[src/rtl/core/dfl_pkg.sv]
`timescale 1ns / 1ps

package dfl_pkg;

    // field widths fixed by the interface
    localparam int unsigned REQ_W    = 2;
    localparam int unsigned FAULT_W  = 4;
    localparam int unsigned TIME_W   = 32;
    localparam int unsigned THR_W    = 56;
    localparam int unsigned THR_STEP = 4;
    localparam int unsigned SAFE_W   = 14;
    localparam int unsigned ACT_W    = 14;
    localparam int unsigned CFG_IDX_W = 1;
    localparam int unsigned CFG_W    = THR_W;

    // register reset values
    localparam logic [THR_W-1:0]  THR_RESET  = 56'd23418572033336659;
    localparam logic [SAFE_W-1:0] SAFE_RESET = 14'd16144;

    // request codes
    localparam logic [REQ_W-1:0] REQ_UPDATE = 2'd0;
    localparam logic [REQ_W-1:0] REQ_SET    = 2'd1;
    localparam logic [REQ_W-1:0] REQ_CLEAR  = 2'd2;

    // register indexes
    localparam logic [CFG_IDX_W-1:0] CFG_THRESHOLDS = 1'd0;
    localparam logic [CFG_IDX_W-1:0] CFG_SAFE_MASK  = 1'd1;

    typedef struct packed {
        logic [REQ_W-1:0]   req_type;
        logic [FAULT_W-1:0] fault_index;
        logic               bad_sample;
        logic [TIME_W-1:0]  time_ms;
    } t_req;

    typedef struct packed {
        logic               event_valid;
        logic [FAULT_W-1:0] event_fault;
        logic               event_raised;
        logic [TIME_W-1:0]  event_time;
        logic [ACT_W-1:0]   active_set;
        logic               enter_safe;
    } t_result;

endpackage

[src/rtl/core/dfl_in_reg.sv]
`timescale 1ns / 1ps

module dfl_in_reg (
    input  logic          i_clk,
    input  logic          i_rst_n,
    input  logic          i_valid,
    output logic          o_ready,
    input  dfl_pkg::t_req i_req,
    input  logic          i_advance,
    output logic          o_valid,
    output dfl_pkg::t_req o_req
);
    import dfl_pkg::*;

    logic r_valid;
    t_req r_req;

    // free when empty or when the held beat moves on this cycle
    assign o_ready = !r_valid || i_advance;

    always_ff @(posedge i_clk) begin
        if (!i_rst_n) begin
            r_valid <= 1'b0;
        end else if (o_ready) begin
            r_valid <= i_valid;
        end
    end

    always_ff @(posedge i_clk) begin
        if (o_ready && i_valid) begin
            r_req <= i_req;
        end
    end

    assign o_valid = r_valid;
    assign o_req   = r_req;

endmodule

[src/rtl/core/dfl_engine.sv]
`timescale 1ns / 1ps

module dfl_engine #(
    parameter int unsigned NUM_FAULTS = 14,
    parameter int unsigned COUNT_BITS = 4
) (
    input  logic                         i_clk,
    input  logic                         i_rst_n,
    input  logic                         i_advance,
    input  dfl_pkg::t_req                i_req,
    input  logic [dfl_pkg::THR_W-1:0]    i_thresholds,
    input  logic [dfl_pkg::SAFE_W-1:0]   i_safe_mask,
    output dfl_pkg::t_result             o_result
);
    import dfl_pkg::*;

    logic [COUNT_BITS-1:0] r_streak [NUM_FAULTS];
    logic [COUNT_BITS-1:0] n_streak [NUM_FAULTS];
    logic [NUM_FAULTS-1:0] r_latch;
    logic [NUM_FAULTS-1:0] n_latch;
    logic [NUM_FAULTS-1:0] set_ev;
    logic [NUM_FAULTS-1:0] clr_ev;
    logic [ACT_W-1:0]      active;
    logic                  any_ev;

    wire is_update = (i_req.req_type == REQ_UPDATE);
    wire is_set    = (i_req.req_type == REQ_SET);
    wire is_clear  = (i_req.req_type == REQ_CLEAR);

    // one lane per fault, only the addressed lane can change
    for (genvar f = 0; f < NUM_FAULTS; f++) begin : g_lane
        logic [COUNT_BITS-1:0] thr;
        logic                  hit;
        logic                  want_set;

        // faults beyond the packed register get a zero threshold
        if (f * THR_STEP < THR_W) begin : g_thr
            assign thr = i_thresholds[f*THR_STEP +: COUNT_BITS];
        end else begin : g_no_thr
            assign thr = '0;
        end

        assign hit = (i_req.fault_index == FAULT_W'(f));

        always_comb begin
            n_streak[f] = r_streak[f];
            if (hit && is_update) begin
                if (!i_req.bad_sample) begin
                    n_streak[f] = '0;
                end else if (r_streak[f] < thr) begin
                    n_streak[f] = r_streak[f] + COUNT_BITS'(1);
                end
            end
        end

        assign want_set = hit && ((is_update && i_req.bad_sample && (n_streak[f] >= thr))
                                  || is_set);
        assign set_ev[f]  = want_set && !r_latch[f];
        assign clr_ev[f]  = hit && is_clear && r_latch[f];
        assign n_latch[f] = r_latch[f] ^ (set_ev[f] | clr_ev[f]);
    end

    // fit the latch vector to the result width
    for (genvar i = 0; i < ACT_W; i++) begin : g_act
        if (i < NUM_FAULTS) begin : g_bit
            assign active[i] = n_latch[i];
        end else begin : g_pad
            assign active[i] = 1'b0;
        end
    end

    assign any_ev = |(set_ev | clr_ev);

    always_comb begin
        o_result.event_valid  = any_ev;
        o_result.event_fault  = any_ev ? i_req.fault_index : '0;
        o_result.event_raised = |set_ev;
        o_result.event_time   = any_ev ? i_req.time_ms : '0;
        o_result.active_set   = active;
        o_result.enter_safe   = |(active & i_safe_mask);
    end

    // state commits when the beat moves to the result register
    always_ff @(posedge i_clk) begin
        if (!i_rst_n) begin
            r_latch <= '0;
            for (int k = 0; k < NUM_FAULTS; k++) begin
                r_streak[k] <= '0;
            end
        end else if (i_advance) begin
            r_latch <= n_latch;
            for (int k = 0; k < NUM_FAULTS; k++) begin
                r_streak[k] <= n_streak[k];
            end
        end
    end

endmodule

[src/rtl/core/dfl_out_reg.sv]
`timescale 1ns / 1ps

module dfl_out_reg (
    input  logic             i_clk,
    input  logic             i_rst_n,
    input  logic             i_valid,
    input  dfl_pkg::t_result i_result,
    output logic             o_advance,
    output logic             o_valid,
    input  logic             i_ready,
    output dfl_pkg::t_result o_result
);
    import dfl_pkg::*;

    logic    r_valid;
    t_result r_result;

    // load when empty or when the held result is taken
    assign o_advance = i_valid && (!r_valid || i_ready);

    always_ff @(posedge i_clk) begin
        if (!i_rst_n) begin
            r_valid <= 1'b0;
        end else if (o_advance) begin
            r_valid <= 1'b1;
        end else if (i_ready) begin
            r_valid <= 1'b0;
        end
    end

    always_ff @(posedge i_clk) begin
        if (o_advance) begin
            r_result <= i_result;
        end
    end

    assign o_valid  = r_valid;
    assign o_result = r_result;

endmodule

[src/rtl/core/debounced_fault_latch.sv]
`timescale 1ns / 1ps

// channel | direction | handshake                 | payload
// request | in        | i_in_valid / o_in_ready   | req_type, fault_index, bad_sample, time_ms
// result  | out       | o_out_valid / i_out_ready | event_*, active_set, enter_safe
// config  | in        | i_cfg_we                  | i_cfg_index, i_cfg_data
//
// one request per cycle sustained while results are taken; a result passes the input register,
// then the counter/latch update into the result register.
// synchronous active-low reset clears counters, latches and valids, and loads the
// config registers with their reset values.
// a stalled result holds the result register; the input register then fills and
// o_in_ready drops until the result beat is taken.

module debounced_fault_latch #(
    parameter int unsigned NUM_FAULTS = 14,
    parameter int unsigned COUNT_BITS = 4
) (
    input  logic                            i_clk,
    input  logic                            i_rst_n,
    input  logic                            i_in_valid,
    output logic                            o_in_ready,
    input  logic [dfl_pkg::REQ_W-1:0]       i_req_type,
    input  logic [dfl_pkg::FAULT_W-1:0]     i_fault_index,
    input  logic                            i_bad_sample,
    input  logic [dfl_pkg::TIME_W-1:0]      i_time_ms,
    output logic                            o_out_valid,
    input  logic                            i_out_ready,
    output logic                            o_event_valid,
    output logic [dfl_pkg::FAULT_W-1:0]     o_event_fault,
    output logic                            o_event_raised,
    output logic [dfl_pkg::TIME_W-1:0]      o_event_time,
    output logic [dfl_pkg::ACT_W-1:0]       o_active_set,
    output logic                            o_enter_safe,
    input  logic                            i_cfg_we,
    input  logic [dfl_pkg::CFG_IDX_W-1:0]   i_cfg_index,
    input  logic [dfl_pkg::CFG_W-1:0]       i_cfg_data
);
    import dfl_pkg::*;

    logic [THR_W-1:0]  r_thresholds;
    logic [SAFE_W-1:0] r_safe_mask;
    t_req              in_req;
    t_req              held_req;
    t_result           eng_result;
    t_result           out_result;
    logic              held_valid;
    logic              advance;

    // configuration registers
    always_ff @(posedge i_clk) begin
        if (!i_rst_n) begin
            r_thresholds <= THR_RESET;
            r_safe_mask  <= SAFE_RESET;
        end else if (i_cfg_we) begin
            case (i_cfg_index)
                CFG_THRESHOLDS: r_thresholds <= i_cfg_data[THR_W-1:0];
                CFG_SAFE_MASK:  r_safe_mask  <= i_cfg_data[SAFE_W-1:0];
                default: ;
            endcase
        end
    end

    always_comb begin
        in_req.req_type    = i_req_type;
        in_req.fault_index = i_fault_index;
        in_req.bad_sample  = i_bad_sample;
        in_req.time_ms     = i_time_ms;
    end

    dfl_in_reg u_in_reg (
        .i_clk     (i_clk),
        .i_rst_n   (i_rst_n),
        .i_valid   (i_in_valid),
        .o_ready   (o_in_ready),
        .i_req     (in_req),
        .i_advance (advance),
        .o_valid   (held_valid),
        .o_req     (held_req)
    );

    dfl_engine #(
        .NUM_FAULTS (NUM_FAULTS),
        .COUNT_BITS (COUNT_BITS)
    ) u_engine (
        .i_clk        (i_clk),
        .i_rst_n      (i_rst_n),
        .i_advance    (advance),
        .i_req        (held_req),
        .i_thresholds (r_thresholds),
        .i_safe_mask  (r_safe_mask),
        .o_result     (eng_result)
    );

    dfl_out_reg u_out_reg (
        .i_clk     (i_clk),
        .i_rst_n   (i_rst_n),
        .i_valid   (held_valid),
        .i_result  (eng_result),
        .o_advance (advance),
        .o_valid   (o_out_valid),
        .i_ready   (i_out_ready),
        .o_result  (out_result)
    );

    assign o_event_valid  = out_result.event_valid;
    assign o_event_fault  = out_result.event_fault;
    assign o_event_raised = out_result.event_raised;
    assign o_event_time   = out_result.event_time;
    assign o_active_set   = out_result.active_set;
    assign o_enter_safe   = out_result.enter_safe;

endmodule
[config.mk]
export PLATFORM = sky130hd
export DESIGN_NAME = debounced_fault_latch
export DESIGN_NICKNAME = d
export VERILOG_FILES = /design/src/rtl/core/dfl_pkg.sv /design/src/rtl/core/dfl_in_reg.sv /design/src/rtl/core/dfl_engine.sv /design/src/rtl/core/dfl_out_reg.sv /design/src/rtl/core/debounced_fault_latch.sv
export SDC_FILE = /design/constraint.sdc
export NUM_CORES = 1
export LEC_CHECK = 0
export ABC_AREA = 1
export BUFFER_PORTS_ARGS = -buffer_cell sky130_fd_sc_hd__buf_2
export CAP_MARGIN = 30
export CORE_ASPECT_RATIO = 1.4
export CORE_MARGIN = 1
export CORE_UTILIZATION = 50
export CTS_CLUSTER_SIZE = 30
export DETAILED_ROUTE_END_ITERATION = 12
export GPL_ROUTABILITY_DRIVEN = 0
export HOLD_SLACK_MARGIN = 0.05
export PLACE_DENSITY = 0.7
export SLEW_MARGIN = 10
export SYNTH_ARGS = -nofsm -noshare
export SYNTH_HDL_FRONTEND = slang
export SYNTH_SLANG_ARGS = --single-unit
[constraint.sdc]
create_clock -name i_clk -period 4.4 [get_ports i_clk]
set_clock_uncertainty 0.1 [all_clocks]
set_input_delay 0.44 -clock i_clk [delete_from_list [all_inputs] [get_ports i_clk]]
set_output_delay 0.44 -clock i_clk [all_outputs]
set_load 0.05 [all_outputs]
Word-level counts from Yosys, hierarchy flattened
Memories as Yosys holds them, arrays and structs flattened.
Cells that the tools add are included.
{ "word_totals": {"elab_cells": 307, "ramBits": 56, "ff_bits": 178, "n_memories": 1} }
{ "classes": {"n_mux": 62, "magnitude_cmp": 28, "reduce_logical": 127, "n_eq_ne": 15, "n_addsub": 14, "bitwise_logic": 45} }
{ "memory_table": {"columns": ["name", "depth", "word_bits", "rd", "rd_ports_with_merged_regs", "wr", "line_no", "text"], "rows": [
  ["u_engine.r_streak", 14, 4, 14, 0, 14, "dfl_engine.sv:17", "logic [COUNT_BITS-1:0] r_streak [NUM_FAULTS];"]
]} }
{ "ops": {"columns": ["cell", "n"], "rows": [
  ["4-bit 2-to-1 mux", 56],
  ["1-bit logical AND", 87],
  ["4-bit by 1-bit adder with 4-bit output, second input constant", 14],
  ["4-bit >= comparator", 14],
  ["4-bit < comparator", 14],
  ["14-bit OR reduction", 3],
  ["1-bit bitwise OR", 28],
  ["4-bit == test, second input constant", 6],
  ["4-bit by 3-bit == test with 1-bit output, second input constant", 4],
  ["1-bit zero test", 16],
  ["1-bit logical OR", 16],
  ["14-bit AND", 1],
  ["14-bit bitwise OR", 1],
  ["1-bit XOR", 14],
  ["4-bit by 2-bit == test with 1-bit output, second input constant", 2],
  ["1-bit 2-to-1 mux", 6],
  ["4-bit by 1-bit == test with 1-bit output, second input constant", 1],
  ["4-bit zero test", 1],
  ["2-bit AND reduction", 2],
  ["2-bit by 1-bit == test with 1-bit output, second input constant", 1],
  ["2-bit == test, second input constant", 1],
  ["2-bit zero test", 1],
  ["2-bit nonzero test", 1],
  ["1-bit inverter", 1]
]} }

Depth between registers and ports, before layout
{ "depth": {"ltp_word": 13, "mapped_depth": 27, "depth_no_buf": 27} }

Cells and area by module
From an unflattened synthesis, not the netlist that was laid out.
{ "hier_totals": {"hier_cells": 1624, "area_unflattened_um2": 13272.7} }
{ "modules_own_cells": {"columns": ["module", "area_each_um2", "cells_per_inst", "n_inst"], "rows": [
  ["dfl_engine", 7693.6, 1143, 1],
  ["debounced_fault_latch", 2713.9, 375, 1],
  ["dfl_out_reg", 1642.8, 60, 1],
  ["dfl_in_reg", 1222.4, 46, 1]
]} }

Worst setup path after synthesis
No wires, ideal clock.
{ "synth_timing": {"kind": "register to register", "from": "memory u_engine.r_streak[10][1] (netlist: u_engine.r_streak[2][9])", "to": "register u_out_reg.r_result (netlist bit u_out_reg.o_result[39]), data pin", "arrival_ps": 2786, "path_slack_ps": 1255, "path_stages_with_launch": 23, "cell_sequence": "edfxtp_1 -> ha_1 -> a21boi_0 -> o21bai_1 -> nand2_1 -> nor2_1 -> nand2_1 -> nor4_1 -> nor2_1 -> ha_1 -> nand2_1 -> inv_1 -> nand3_1 -> nand3_1 -> nand2_1 -> nand2_1 -> nand3_1 -> nand2_1 -> nor2_1 -> nand2_1 -> nor2_4 -> buf_6 -> a21oi_1"} }
{ "synth_lines": {"columns": ["item", "line_no", "text"], "rows": [
  ["start: declaration", "dfl_engine.sv:17", null],
  ["end signal: assignment", "dfl_out_reg.sv:33", "r_result <= i_result;"],
  ["end: declaration", "dfl_out_reg.sv:16", "t_result r_result;"]
]} }

==> results.md <==
- Most used DFF post-synth: edfxtp_1
- Die Width: 137 um
- Die height: 192 um
- Placed inst area: 14000 um^2
- Worst setup path category: reg -> reg
- Final WS setup: 445 ps
- Power density over cell area: 359 nW/um^2
- Initial Util: 0.507
- Layout Nets: 1930
- Initial antenna violation count: 0
- CTS sink cnt: 234
- Post-DRT Antenna Nets: 0
- Net Count, Synth: 1713
- Cell count after synthesis: 1500
- Rows: 69
- Crit share post-route: 0.899
- Placed insts: 1949
- IO Port Bufs: 155
- Core area: 25300 um^2
- Gr usage total: 0.241
- Num ports: 156
- Worst slew pin tran: 988 ps
- First-pass GRT wire length: 50.2 mm
- Critical path's top delay family: simple AND/OR/NAND/NOR gates
- Detailed-route via count: 10900
- Power Total: 5.52 mW
- Worst hold-check path type: in -> reg
- Cells along the critical path: nor2_1, inv_2, nor2_1, nand2_1, nand3b_4, nor2_1, nand4_1, o21ai_0, nor2_1, ha_1, a21oi_1, nand3_1, nand2_1, nand2_1, nand3_1, nand2_1, nor2_1, nand2_1, nor2_4, buf_4, a21oi_1
- Yosys reg bits: 234
- Commonest non-fill, non-tap cell in the layout: nand2_1
- Clock Tree Root: clkbuf_16
- Vias in the first global route: 10700
- Leak pwr: 7.31 nW
- CTS tree: yes
- Final Hold Viols: 0
- Starting DRT DRC Count: 641
- Gr ovfl total: 0
- DR pass1 iterations: 5
- Kind of start point of the critical path: flop
- Commonest non-fill, non-tap cells in the layout: nand2_1, inv_1, buf_2
- Max-slew violations: 0
- Clk buf depth: 3
- Total negative slack: 0 ps
- Post-CTS sizing: 0
- Post-route cell area: 15400 um^2
- Via density: 5.29
- Slowest-stage cell, CP: edfxtp_1
- Synth warn: 0
- Slew headroom: 0.341
- Min cycle time layout: 3960 ps
- Clk slew on worst S/H paths: 60 ps
- Crit end category: flop
- Syn Area/Cell: 8.55 um^2
- Skew-Pair Late Insertion Delay: 530 ps
- # Max-Cap Violations: 0
- Slowest stage delay, CP: 430 ps
- Post-synth ARST share: 0
- Status: finished, final reports clean
- EDFF count, synth: 148
- # setup viols final: 0
- Total die area: 26300 um^2
- Filler cell count in the final layout: 2196
- H-tree Lvls: 1
- Layout area overhead: 19.8%
- DP HPWL: 22.4 mm
- Non-Filler Instances: 2054
- Mapped Area: 12800 um^2
- Unrepaired setup endpoints after global routing: false
- Layout cells sized above 1: 0.145
- Sequential area share after synthesis: 0.480
- Max IR drop VDD: 0.410 mV
- CP Max Fanout: 37
- Hold_ws: 51.9 ps
- Final routed DRC violation total: 0
- # diodes: 0
- Data required time of the worst path: 4560 ps
- Wire length per cell: 15.3 um
- Peak Freq: 253 MHz
- Total Wirelength: 31.5 mm
- Post-synthesis cell type count: 41
- Crit path DAT: 4110 ps
- Pin count of the biggest net entering global routing: 71
- DP Worst Slack: 490 ps
- Worst path bufs/invs: 2
- Total clock buffers created by CTS: 25
- Fin util: 0.608
[per-layer routing]
layer / global-route usage / routed length [um] / vias to the layer above
met4: 0.125 / 1560 / 0
met5: 0 / 0 / -
met3: 0.0324 / 1850 / 92
li1: - / - / 5469
met2: 0.437 / 15500 / 314
met1: 0.270 / 12500 / 4994
[cells in the mapped netlist (all sizes together), types with 6 or more instances]
master  number  area share
nor3        46       0.019
edfxtp     148        0.35
inv        269       0.079
buf          9      0.0052
clkbuf      32      0.0094
dfxtp       86        0.13
nor4        22       0.011
o22ai       10      0.0049
a211oi       8      0.0062
a21oi      111       0.043
o211ai      14      0.0090
nor2       124       0.039
nand3      105       0.041
a21boi       6      0.0035
nand4       19      0.0093
a31oi        7      0.0034
ha         112        0.11
o21ai       72       0.028
nand2      269       0.079
nand3b       8      0.0076
[final timing paths]
kind	start	end	slack, ps	depth (start not counted)
setup / recovery	u_in_reg.o_req[34]	u_out_reg.o_result[26]	440	21
setup reg to reg	u_in_reg.o_req[34]	u_out_reg.o_result[26]	440	21
hold / removal	i_cfg_data[36]	r_thresholds[36]	50	3
hold reg to reg	r_safe_mask[13]	r_safe_mask[13]	390	2
[report_power, final]
group / internal (mW) / leakage, nW / switching, mW
sequential: 2.48 / 2.20 / 0.0749
clock: 1.24 / 0.395 / 0.880
combinational: 0.300 / 4.71 / 0.540
total: 4.02 / 7.31 / 1.50
[area by class of cell]
class / count / area (um^2) / share of cell area
multi-input cells: 955 / 5480 / 0.356
clock buffers: 32 / 662 / 0.0431
clock inverters: 13 / 159 / 0.0103
repair buffers: 231 / 1500 / 0.0973
well taps: 319 / 399 / 0.0260
inverters: 270 / 1010 / 0.0659
flip-flops and latches: 234 / 6170 / 0.401
[worst register-to-register path: cells and delay by family (launching register included)]
kind / cells / cell delay [ps]
AOI/OAI and AO/OA: 3 / 470
buffers and inverters: 2 / 440
and+or+nand+nor: 15 / 1960
adders and majority gates: 1 / 300
DFF: 1 / 430
[kinds of logic after synthesis]
logic type	count (synthesis)	share of synthesized area
and+or+nand+nor	604	0.212
buffers and inverters	311	0.0935
AOI/OAI and AO/OA	238	0.105
DFF	234	0.480
adders and majority gates	112	0.109
xor gates and xnor gates	1	0.000683
[repair_timing]
item / in CTS / in global routing
setup buffers: 0 / 0
hold endpoints to repair: 60 / 0
hold buffers: 60 / 0
[flip-flops by register name, summed over array words and instances, names as in the netlist]
register,flops
r_safe_mask,14
r_thresholds,56
u_engine.r_latch,14
u_engine.r_streak,56
u_in_reg.o_req,39
u_in_reg.o_valid,1
u_out_reg.o_result,53
u_out_reg.o_valid,1
Note: power is estimated with default switching activity, not from simulation.
